<file path="src/rtl/b128_pkg.sv">
// ----------------------------------------------------------------------------
// b128_pkg
// Shared types, constants and character mapping functions of the base-128
// codec.
// ----------------------------------------------------------------------------
package b128_pkg;

  localparam int GRP_IN  = 7;   // bytes per encoded group
  localparam int GRP_OUT = 8;   // characters per encoded group

  localparam logic [7:0] PAD_CHAR = 8'h21;  // '!'
  localparam logic [7:0] MAP_BAD  = 8'hFF;
  localparam logic [7:0] MAP_PAD  = 8'hFE;

  localparam int CFG_AW = 3;
  localparam int CFG_DW = 32;

  // Configuration register indexes
  localparam logic [0:0] REG_DIRECTION = 1'b0;

  typedef enum logic {
    ST_IDLE,
    ST_EMIT
  } b128_state_t;

  typedef enum logic [1:0] {
    K_ENC,
    K_DEC,
    K_ERR
  } b128_kind_t;

  typedef struct packed {
    logic       accept;
    logic       load;
    logic       last;
    logic [2:0] idx;
  } b128_cmd_t;

  typedef struct packed {
    logic [2:0] res_cnt;
    logic       out_free;
  } b128_sts_t;

  function automatic logic [7:0] enc_char(input logic [6:0] idx);
    logic [7:0] v;
    v = {1'b0, idx};
    if (v < 8'd57) begin
      return v + 8'h23;
    end else if (v < 8'd91) begin
      return v + 8'h24;
    end else begin
      return v + 8'd69;
    end
  endfunction

  function automatic logic [7:0] dec_char(input logic [7:0] c);
    logic [7:0] r;
    r = MAP_BAD;
    if (c == 8'h09) r = 8'd187;
    else if (c == 8'h0B) r = 8'd188;
    else if (c == 8'h1B) r = 8'd189;
    else if (c == 8'h1C) r = 8'd190;
    else if (c == 8'h20) r = 8'd191;
    else if (c == PAD_CHAR) r = MAP_PAD;
    else if (c >= 8'h23 && c <= 8'h5B) r = c - 8'h23;
    else if (c >= 8'h5D && c <= 8'h7E) r = c - 8'h24;
    else if (c >= 8'hA0) r = c - 8'd69;
    return r;
  endfunction

endpackage

</file>
<file path="src/rtl/b128_ctrl.sv">
// ----------------------------------------------------------------------------
// b128_ctrl
// Controller: takes requests in, then steps the datapath through the results
// of each request, one per cycle into the output register while it is free.
// ----------------------------------------------------------------------------
module b128_ctrl (
  input  logic                clk,
  input  logic                rst_n,
  input  logic                in_tvalid,
  output logic                in_tready,
  input  b128_pkg::b128_sts_t sts,
  output b128_pkg::b128_cmd_t cmd
);
  import b128_pkg::*;

  b128_state_t state_r, state_nxt;
  logic [2:0]  idx_r, idx_nxt;
  logic [2:0]  cnt_r, cnt_nxt;

  // next state
  always_comb begin
    state_nxt = state_r;
    case (state_r)
      ST_IDLE: begin
        if (cmd.accept && (sts.res_cnt != 3'd0)) state_nxt = ST_EMIT;
      end
      ST_EMIT: begin
        if (cmd.load && cmd.last) state_nxt = ST_IDLE;
      end
      default: state_nxt = ST_IDLE;
    endcase
  end

  // outputs
  always_comb begin
    in_tready  = 1'b0;
    cmd.accept = 1'b0;
    cmd.load   = 1'b0;
    cmd.last   = (idx_r == (cnt_r - 3'd1));
    cmd.idx    = idx_r;
    case (state_r)
      ST_IDLE: begin
        in_tready  = 1'b1;
        cmd.accept = in_tvalid;
      end
      ST_EMIT: begin
        cmd.load = sts.out_free;
      end
      default: begin
        in_tready = 1'b0;
      end
    endcase
  end

  always_comb begin
    idx_nxt = idx_r;
    cnt_nxt = cnt_r;
    if (cmd.accept) begin
      idx_nxt = 3'd0;
      cnt_nxt = sts.res_cnt;
    end else if (cmd.load) begin
      idx_nxt = idx_r + 3'd1;
    end
  end

  always_ff @(posedge clk) begin
    if (!rst_n) begin
      state_r <= ST_IDLE;
      idx_r   <= 3'd0;
      cnt_r   <= 3'd0;
    end else begin
      state_r <= state_nxt;
      idx_r   <= idx_nxt;
      cnt_r   <= cnt_nxt;
    end
  end

  a_emit_cnt: assert property (@(posedge clk) disable iff (!rst_n)
    state_r == ST_EMIT |-> cnt_r != 3'd0)
    else $error("emitting with zero result count");

  a_emit_idx: assert property (@(posedge clk) disable iff (!rst_n)
    state_r == ST_EMIT |-> idx_r < cnt_r)
    else $error("result index ran past count");

  a_last_idle: assert property (@(posedge clk) disable iff (!rst_n)
    (state_r == ST_EMIT && cmd.load && cmd.last) |=> state_r == ST_IDLE)
    else $error("last result did not return to idle");

endmodule

</file>
<file path="src/rtl/b128_dp.sv">
// ----------------------------------------------------------------------------
// b128_dp
// Datapath: group state, decode buffer, result latches and output register.
// ----------------------------------------------------------------------------
module b128_dp (
  input  logic                clk,
  input  logic                rst_n,
  input  logic                direction,
  input  logic                cfg_clr,
  input  logic [7:0]          in_data,
  input  logic                in_last,
  input  b128_pkg::b128_cmd_t cmd,
  output b128_pkg::b128_sts_t sts,
  output logic                out_valid,
  input  logic                out_ready,
  output logic [7:0]          out_data,
  output logic                out_last,
  output logic                out_err
);
  import b128_pkg::*;

  // group state
  logic [2:0] gc_r;
  logic [6:0] top_bits_r;
  logic       discard_r;
  logic       pad_seen_r;   // '!' seen among the data characters
  logic       bad_r;        // illegal character before any pad
  logic [2:0] dcnt_r;       // data characters before the pad
  logic [7:0] buf_r [GRP_IN];

  // latched per request
  b128_kind_t kind_r;
  logic [7:0] enc0_r;
  logic [7:0] enc_tb_r;
  logic       pad_r;
  logic [6:0] dtb_r;

  // output register
  logic       out_valid_r;
  logic [7:0] out_data_r;
  logic       out_last_r;
  logic       out_err_r;

  logic [6:0] tb_new;
  logic       gend_e, gend_d;
  logic [7:0] dval;
  logic [7:0] sel_data;
  logic       tb_hit;

  assign tb_new = top_bits_r | (in_data[7] ? (7'h40 >> gc_r) : 7'h00);
  assign gend_e = (gc_r == 3'(GRP_IN - 1)) || in_last;
  assign gend_d = (gc_r == 3'(GRP_OUT - 1)) || in_last;
  assign dval   = dec_char(in_data);

  always_comb begin
    sts.out_free = !out_valid_r || out_ready;
    sts.res_cnt  = 3'd0;
    if (!direction) begin
      if (!gend_e) sts.res_cnt = 3'd1;
      else if (gc_r == 3'(GRP_IN - 1)) sts.res_cnt = 3'd2;
      else sts.res_cnt = 3'd3;
    end else if (!discard_r && gend_d) begin
      sts.res_cnt = bad_r ? 3'd1 : dcnt_r;
    end
  end

  // group state and decode buffer
  always_ff @(posedge clk) begin
    if (!rst_n) begin
      gc_r       <= 3'd0;
      top_bits_r <= 7'd0;
      discard_r  <= 1'b0;
      pad_seen_r <= 1'b0;
      bad_r      <= 1'b0;
      dcnt_r     <= 3'd0;
    end else if (cfg_clr) begin
      gc_r       <= 3'd0;
      top_bits_r <= 7'd0;
      discard_r  <= 1'b0;
      pad_seen_r <= 1'b0;
      bad_r      <= 1'b0;
      dcnt_r     <= 3'd0;
    end else if (cmd.accept) begin
      if (!direction) begin
        gc_r       <= gend_e ? 3'd0 : gc_r + 3'd1;
        top_bits_r <= gend_e ? 7'd0 : tb_new;
      end else if (discard_r) begin
        if (in_last) begin
          discard_r  <= 1'b0;
          gc_r       <= 3'd0;
          pad_seen_r <= 1'b0;
          bad_r      <= 1'b0;
          dcnt_r     <= 3'd0;
        end
      end else if (gend_d) begin
        // error drops the rest of the message unless this ends it
        discard_r  <= bad_r && !in_last;
        gc_r       <= 3'd0;
        pad_seen_r <= 1'b0;
        bad_r      <= 1'b0;
        dcnt_r     <= 3'd0;
      end else begin
        gc_r <= gc_r + 3'd1;
        if (!pad_seen_r && !bad_r) begin
          if (in_data == PAD_CHAR) pad_seen_r <= 1'b1;
          else if (dval == MAP_BAD) bad_r <= 1'b1;
          else dcnt_r <= dcnt_r + 3'd1;
        end
      end
    end
  end

  always_ff @(posedge clk) begin
    if (cmd.accept && direction && !discard_r && !gend_d) begin
      buf_r[gc_r] <= dval;
    end
  end

  // per-request result latches
  always_ff @(posedge clk) begin
    if (!rst_n) begin
      kind_r <= K_ENC;
    end else if (cmd.accept) begin
      if (!direction) kind_r <= K_ENC;
      else if (bad_r) kind_r <= K_ERR;
      else kind_r <= K_DEC;
    end
  end

  always_ff @(posedge clk) begin
    if (cmd.accept) begin
      enc0_r   <= enc_char(in_data[6:0]);
      enc_tb_r <= enc_char(tb_new);
      pad_r    <= (gc_r != 3'(GRP_IN - 1));
      dtb_r    <= dval[6:0];
    end
  end

  // result select
  assign tb_hit = dtb_r[3'd6 - cmd.idx];

  always_comb begin
    sel_data = 8'd0;
    case (kind_r)
      K_ENC: begin
        if (cmd.idx == 3'd0) sel_data = enc0_r;
        else if (cmd.idx == 3'd1 && pad_r) sel_data = PAD_CHAR;
        else sel_data = enc_tb_r;
      end
      K_DEC: begin
        sel_data = buf_r[cmd.idx] | {tb_hit, 7'd0};
      end
      K_ERR: begin
        sel_data = 8'd0;
      end
      default: sel_data = 8'd0;
    endcase
  end

  // output register
  always_ff @(posedge clk) begin
    if (!rst_n) begin
      out_valid_r <= 1'b0;
    end else if (cmd.load) begin
      out_valid_r <= 1'b1;
    end else if (out_ready) begin
      out_valid_r <= 1'b0;
    end
  end

  always_ff @(posedge clk) begin
    if (cmd.load) begin
      out_data_r <= sel_data;
      out_last_r <= cmd.last;
      out_err_r  <= (kind_r == K_ERR);
    end
  end

  assign out_valid = out_valid_r;
  assign out_data  = out_data_r;
  assign out_last  = out_last_r;
  assign out_err   = out_err_r;

  a_enc_gc: assert property (@(posedge clk) disable iff (!rst_n)
    !direction |-> gc_r < 3'(GRP_IN))
    else $error("encode group count out of range");

  a_dec_tb: assert property (@(posedge clk) disable iff (!rst_n)
    direction |-> top_bits_r == 7'd0)
    else $error("top bits gathered while decoding");

  a_err_last: assert property (@(posedge clk) disable iff (!rst_n)
    (out_valid_r && out_err_r) |-> out_last_r)
    else $error("error result not marked last");

endmodule

</file>
<file path="src/rtl/base128_codec.sv">
// ----------------------------------------------------------------------------
// base128_codec
// Base-128 byte stream encoder/decoder with an APB-style control register.
// ----------------------------------------------------------------------------
// Register 0 (byte address 0), bit 0 = direction: 0 encodes bytes into
// characters of a 128-entry alphabet, 1 decodes characters back to bytes.
// Writing it restarts the group state; write it only while the block is idle.
// Encoding: every byte gives its character at once; every seventh byte, or a
// byte with tlast set, closes the group with an optional '!' pad and one
// character carrying the gathered top bits. Decoding: characters are held
// until the eighth, or one with tlast set; the group then yields one byte per
// character before the pad or the top-bits character. An illegal character
// ahead of the pad and the top-bits character gives a single result with
// tuser (error) set at the group's end and drops the rest of the message up
// to tlast. out_tlast marks the last result of a request. After taking a
// request the block emits its results (encode 1 to 3, decode 0 to 7) before
// it takes the next one, since all results leave one at a time through a
// single output register. Back-pressure on the output stalls the results.
// ----------------------------------------------------------------------------
module base128_codec (
  input  logic                        clk,
  input  logic                        rst_n,
  // input stream
  input  logic                        in_tvalid,
  output logic                        in_tready,
  input  logic [7:0]                  in_tdata,   // [7:0] data_byte
  input  logic                        in_tlast,   // message_end
  // result stream
  output logic                        out_tvalid,
  input  logic                        out_tready,
  output logic [7:0]                  out_tdata,  // [7:0] out_byte
  output logic                        out_tlast,  // run_last
  output logic                        out_tuser,  // [0] error
  // control registers
  input  logic                        cfg_psel,
  input  logic                        cfg_penable,
  input  logic                        cfg_pwrite,
  input  logic [b128_pkg::CFG_AW-1:0] cfg_paddr,
  input  logic [b128_pkg::CFG_DW-1:0] cfg_pwdata,
  output logic [b128_pkg::CFG_DW-1:0] cfg_prdata,
  output logic                        cfg_pready
);
  import b128_pkg::*;

  b128_cmd_t cmd;
  b128_sts_t sts;

  logic direction_r;
  logic cfg_wr;
  logic cfg_hit;

  // one word of registers: bit 2 picks the word, byte lanes ignored
  assign cfg_hit    = (cfg_paddr[2] == REG_DIRECTION);
  assign cfg_pready = 1'b1;
  assign cfg_wr     = cfg_psel && cfg_penable && cfg_pwrite && cfg_pready && cfg_hit;
  assign cfg_prdata = cfg_hit ? {{(CFG_DW-1){1'b0}}, direction_r} : '0;

  always_ff @(posedge clk) begin
    if (!rst_n) begin
      direction_r <= 1'b0;
    end else if (cfg_wr) begin
      direction_r <= cfg_pwdata[0];
    end
  end

  b128_ctrl u_ctrl (
    .clk       (clk),
    .rst_n     (rst_n),
    .in_tvalid (in_tvalid),
    .in_tready (in_tready),
    .sts       (sts),
    .cmd       (cmd)
  );

  b128_dp u_dp (
    .clk       (clk),
    .rst_n     (rst_n),
    .direction (direction_r),
    .cfg_clr   (cfg_wr),
    .in_data   (in_tdata),
    .in_last   (in_tlast),
    .cmd       (cmd),
    .sts       (sts),
    .out_valid (out_tvalid),
    .out_ready (out_tready),
    .out_data  (out_tdata),
    .out_last  (out_tlast),
    .out_err   (out_tuser)
  );

endmodule
</file>
<file path="config.mk">
export PLATFORM = sky130hd
export DESIGN_NAME = base128_codec
export DESIGN_NICKNAME = d
export VERILOG_FILES = /design/src/rtl/b128_pkg.sv /design/src/rtl/b128_ctrl.sv /design/src/rtl/b128_dp.sv /design/src/rtl/base128_codec.sv
export SDC_FILE = /design/constraint.sdc
export NUM_CORES = 1
export LEC_CHECK = 0
export ABC_CLOCK_PERIOD_IN_PS = 3200
export BUFFER_PORTS_ARGS = -buffer_cell sky130_fd_sc_hd__buf_4
export CORE_UTILIZATION = 39
export DETAILED_ROUTE_END_ITERATION = 7
export HOLD_SLACK_MARGIN = 0.1
export PLACE_DENSITY = 0.58
export SYNTH_ARGS = -nofsm -noshare
export SYNTH_HDL_FRONTEND = slang
export SYNTH_HIERARCHICAL = 1
export SYNTH_SLANG_ARGS = --single-unit
</file>
<file path="constraint.sdc">
create_clock -name clk -period 3.2 [get_ports clk]
set_input_delay 0.16 -clock clk [delete_from_list [all_inputs] [get_ports clk]]
set_output_delay 0.16 -clock clk [all_outputs]
set_load 0.005 [all_outputs]
</file>
==> results.ini <==
[global_route]
grt_util_all_layers_pct=18.10
grt_pass1_wl_um=22770
grt_pass1_vias=4280
grt_max_degree=28
antenna_found_initial=0
grt_remaining_overflow=0

[detailed_routing]
wire_per_inst_um=16.93
via_per_inst=5.414
drtPass1Iterations=5
detail-route-antenna-nets=0
drt-total-wl_um=14530
drtIter0Drc=281
drcViolationCount=0
vias=4645

[clocking]
clk_latency_ns=0.41
numCtsBuffers=17
post_cts_buffers=0
clk_path_buf_depth=2
cts_tree=yes
cts-root-buf=clkbuf_16
cts.sinks=117
cts.clk_slew.worst_paths_ns=0.05
post_cts_resized=0
htreeDepth=4

[placement]
port_buffers=30
gp_congestion=0.8562
dp_hpwl_um=10210

[floorplanning]
start_util_pct=40.46
io_pins=96
die_h_um=131.1
dieArea_um2=17180
fp.dieW_um=131.1
core.rowCount=46
core-area_um2=16060

[power]
power_density_nw_per_um2=545.1
p_leak_nw=2.730
max-vdd-ir-drop_v=0.0002772

[critical_path]
crit_buf_inv=2
cp_top_family=compound AO/OA/AOI/OAI gates
cp_slowest_cell=dfxtp_1
path_cells=inv_1 > ha_1 > a31o_2 > inv_2 > o21ai_2 > a21o_1 > and2_4 > a22o_1 > a211o_1 > a22o_1
slowest_delay_ns=0.45
crit_path_max_fanout=8
startpoint_type=flop
crit_top_cell=a22o_1
worstPathArrival_ns=2.81
end_kind=flop
crit_required_ns=3.36
crit_type=flop to flop
rrSetupSlack_ns=0.55

[final_layout]
area_delta_synth_final_pct=15.91
drive_above_1_share_pct=17.13
diodes=0
nets=706

[logic_synthesis]
synth-edff-count=90
synth_area_um2=6497
synthTopCellsByArea=edfxtp_1 (42%), dfxtp_1 (8.3%), ha_1 (5.0%), buf_4 (3.7%), mux4_2 (3.1%)
yosys.area.top_type_share_pct=41.59
yosysTopAreaCell=edfxtp_1
yosysUniqueCellTypes=77
syn_avg_cell_area_um2=11.16
yosys_warnings=6
ys_seq_area_share_pct=49.91
synth_cells=582
synthFlopType=edfxtp_1
synthArstFlopShare_pct=0
ys_seq_elements=117

[sta]
rsz0062_at_grt=no
skew_ns=0.004011
slew_viol_final=0
setup-tns-final_ns=0
whs_ns=0.1610
finalCritPeriodShare_pct=82.85
finalSetupViolCount=0
min_period_ns=2.651
tightest_slew_ns=0.7341
hold_viol=0
slew_headroom_pct=50.99
fmax_mhz=377.2

[job]
drv_cap=0

[status]
status=complete, no violations

[min_path]
hold_path.class=input port to flop

logic make-up (layout without fill, tap and decap cells):
| group | Yosys count | count (layout) | share of synthesized area [%] |
|---|---|---|---|
| flip-flops | 117 | 117 | 49.91 |
| buffers and inverters | 80 | 110 | 7.029 |
| multiplexers | 29 | 29 | 6.201 |
| other | 2 | 32 | 0.1156 |
| AND/OR/NAND/NOR | 162 | 162 | 12.83 |
| AO/OA/AOI/OAI | 148 | 148 | 16.48 |
| XOR/XNOR | 18 | 18 | 2.426 |
| adder cells (fa/ha/maj) | 26 | 26 | 5.007 |
worst reg2reg max path: cells and delay by family (launching register included):
family	cells	cell delay (ns)
compound gates	6	1.22
simple gates	1	0.17
buf+inv	2	0.28
flops	1	0.45
fa+ha+maj	1	0.27
flip-flops by register name, indices dropped and copies added, names as in the netlist:
name / flops
u_dp/gc_r: 3
u_dp/out_data: 8
direction_r: 1
u_dp/kind_r: 2
u_ctrl/cnt_r: 3
u_dp/out_valid: 1
u_dp/dcnt_r: 3
u_dp/bad_r: 1
u_dp/dtb_r: 7
u_dp/buf_r: 56
u_dp/out_err: 1
u_dp/discard_r: 1
u_dp/pad_seen_r: 1
u_dp/enc0_r: 8
u_dp/out_last: 1
u_dp/top_bits_r: 7
u_ctrl/idx_r: 3
u_dp/pad_r: 1
u_dp/enc_tb_r: 8
u_ctrl/state_r: 1
power breakdown:
part,switching (mW),total (mW),internal [mW]
Clock,0.656,1.95,1.29
Combinational,0.260,0.424,0.164
Sequential,0.0209,1.73,1.71
synthesized netlist by cell type (all sizes together), types with 4 or more instances:
master  count
o22ai       4
nor3       15
nand2      40
a21oi      22
o221ai      4
dfxtp      27
a211oi      9
a22oi       8
or2         5
a221oi      7
nand3      11
xnor2      14
nor2       43
a31oi       6
buf        43
mux2i      20
inv        28
a21o        7
edfxtp     90
xor2        4
o21ai      34
and2        4
nand2b     11
a21boi      7
ha         26
o211ai      4
nor2b      11
mux4        9
clkbuf      9
worst paths after layout:
kind	startpoint	to	depth (start not counted)
setup reg to reg	u_dp/gc_r[1]	u_dp/enc_tb_r[3]	10
setup / recovery	u_dp/gc_r[1]	u_dp/enc_tb_r[3]	10
hold reg to reg	u_dp/top_bits_r[0]	u_dp/top_bits_r[0]	2
hold / removal	out_tready	u_dp/out_valid	3
timing repair:
| item | CTS | global route |
|---|---|---|
| setup endpoints to repair | 0 | 0 |
| endpoints found under the hold margin | 9 | 0 |
| hold buffers | 5 | 0 |
cells in the final DEF (no fill, tap or decap), drive strengths merged, types with 8 or more instances in the layout:
| cell | synthesis | final |
|---|---|---|
| xnor2 | 14 | 14 |
| o21ai | 34 | 34 |
| a22oi | 8 | 8 |
| nand3 | 11 | 11 |
| dfxtp | 27 | 27 |
| a21oi | 22 | 22 |
| buf | 43 | 45 |
| nand2b | 11 | 11 |
| clkbuf | 9 | 18 |
| nor3 | 15 | 15 |
| nand2 | 40 | 40 |
| ha | 26 | 26 |
| mux4 | 9 | 9 |
| mux2i | 20 | 20 |
| edfxtp | 90 | 90 |
| nor2 | 43 | 43 |
| a211oi | 9 | 9 |
| nor2b | 11 | 11 |
| inv | 28 | 28 |
| conb | 2 | 32 |
through the flow:
step | util, % | setup slack, ns | std cells | power, mW | cell area [µm²]
2_1_floorplan | - | 0.5724 | 612 | 2.064 | 6610
3_3_place_gp | 42.76 | 0.3912 | 821 | 2.169 | 6867
3_5_place_dp | 42.76 | 0.3550 | 821 | 2.177 | 6867
4_1_cts | 46.90 | 0.5676 | 858 | 4.140 | 7531
5_1_grt | 46.90 | 0.3504 | 858 | 4.248 | 7531
6_report | 46.90 | 0.5489 | 858 | 4.105 | 7531
final cells by class:
cell class                      instances  area, µm²
Multi-Input combinational cell        415       2910
Inverter                               28      105.1
Fill cell                            1452       8527
Clock inverter                         14      185.2
Timing Repair Buffer                   50      387.9
Sequential cell                       117       3243
Clock buffer                           18      429.2
Tap cell                              216      270.3
routing by layer:
metal	GRT usage [%]	vias to the layer above	wire length (µm)
met3	4.180	18	727
met2	28.98	147	6931
met4	6.964	0	282
met5	0	-	0
li1	-	2216	-
met1	23.86	2264	6587
Power figures use the tool's default switching activity.
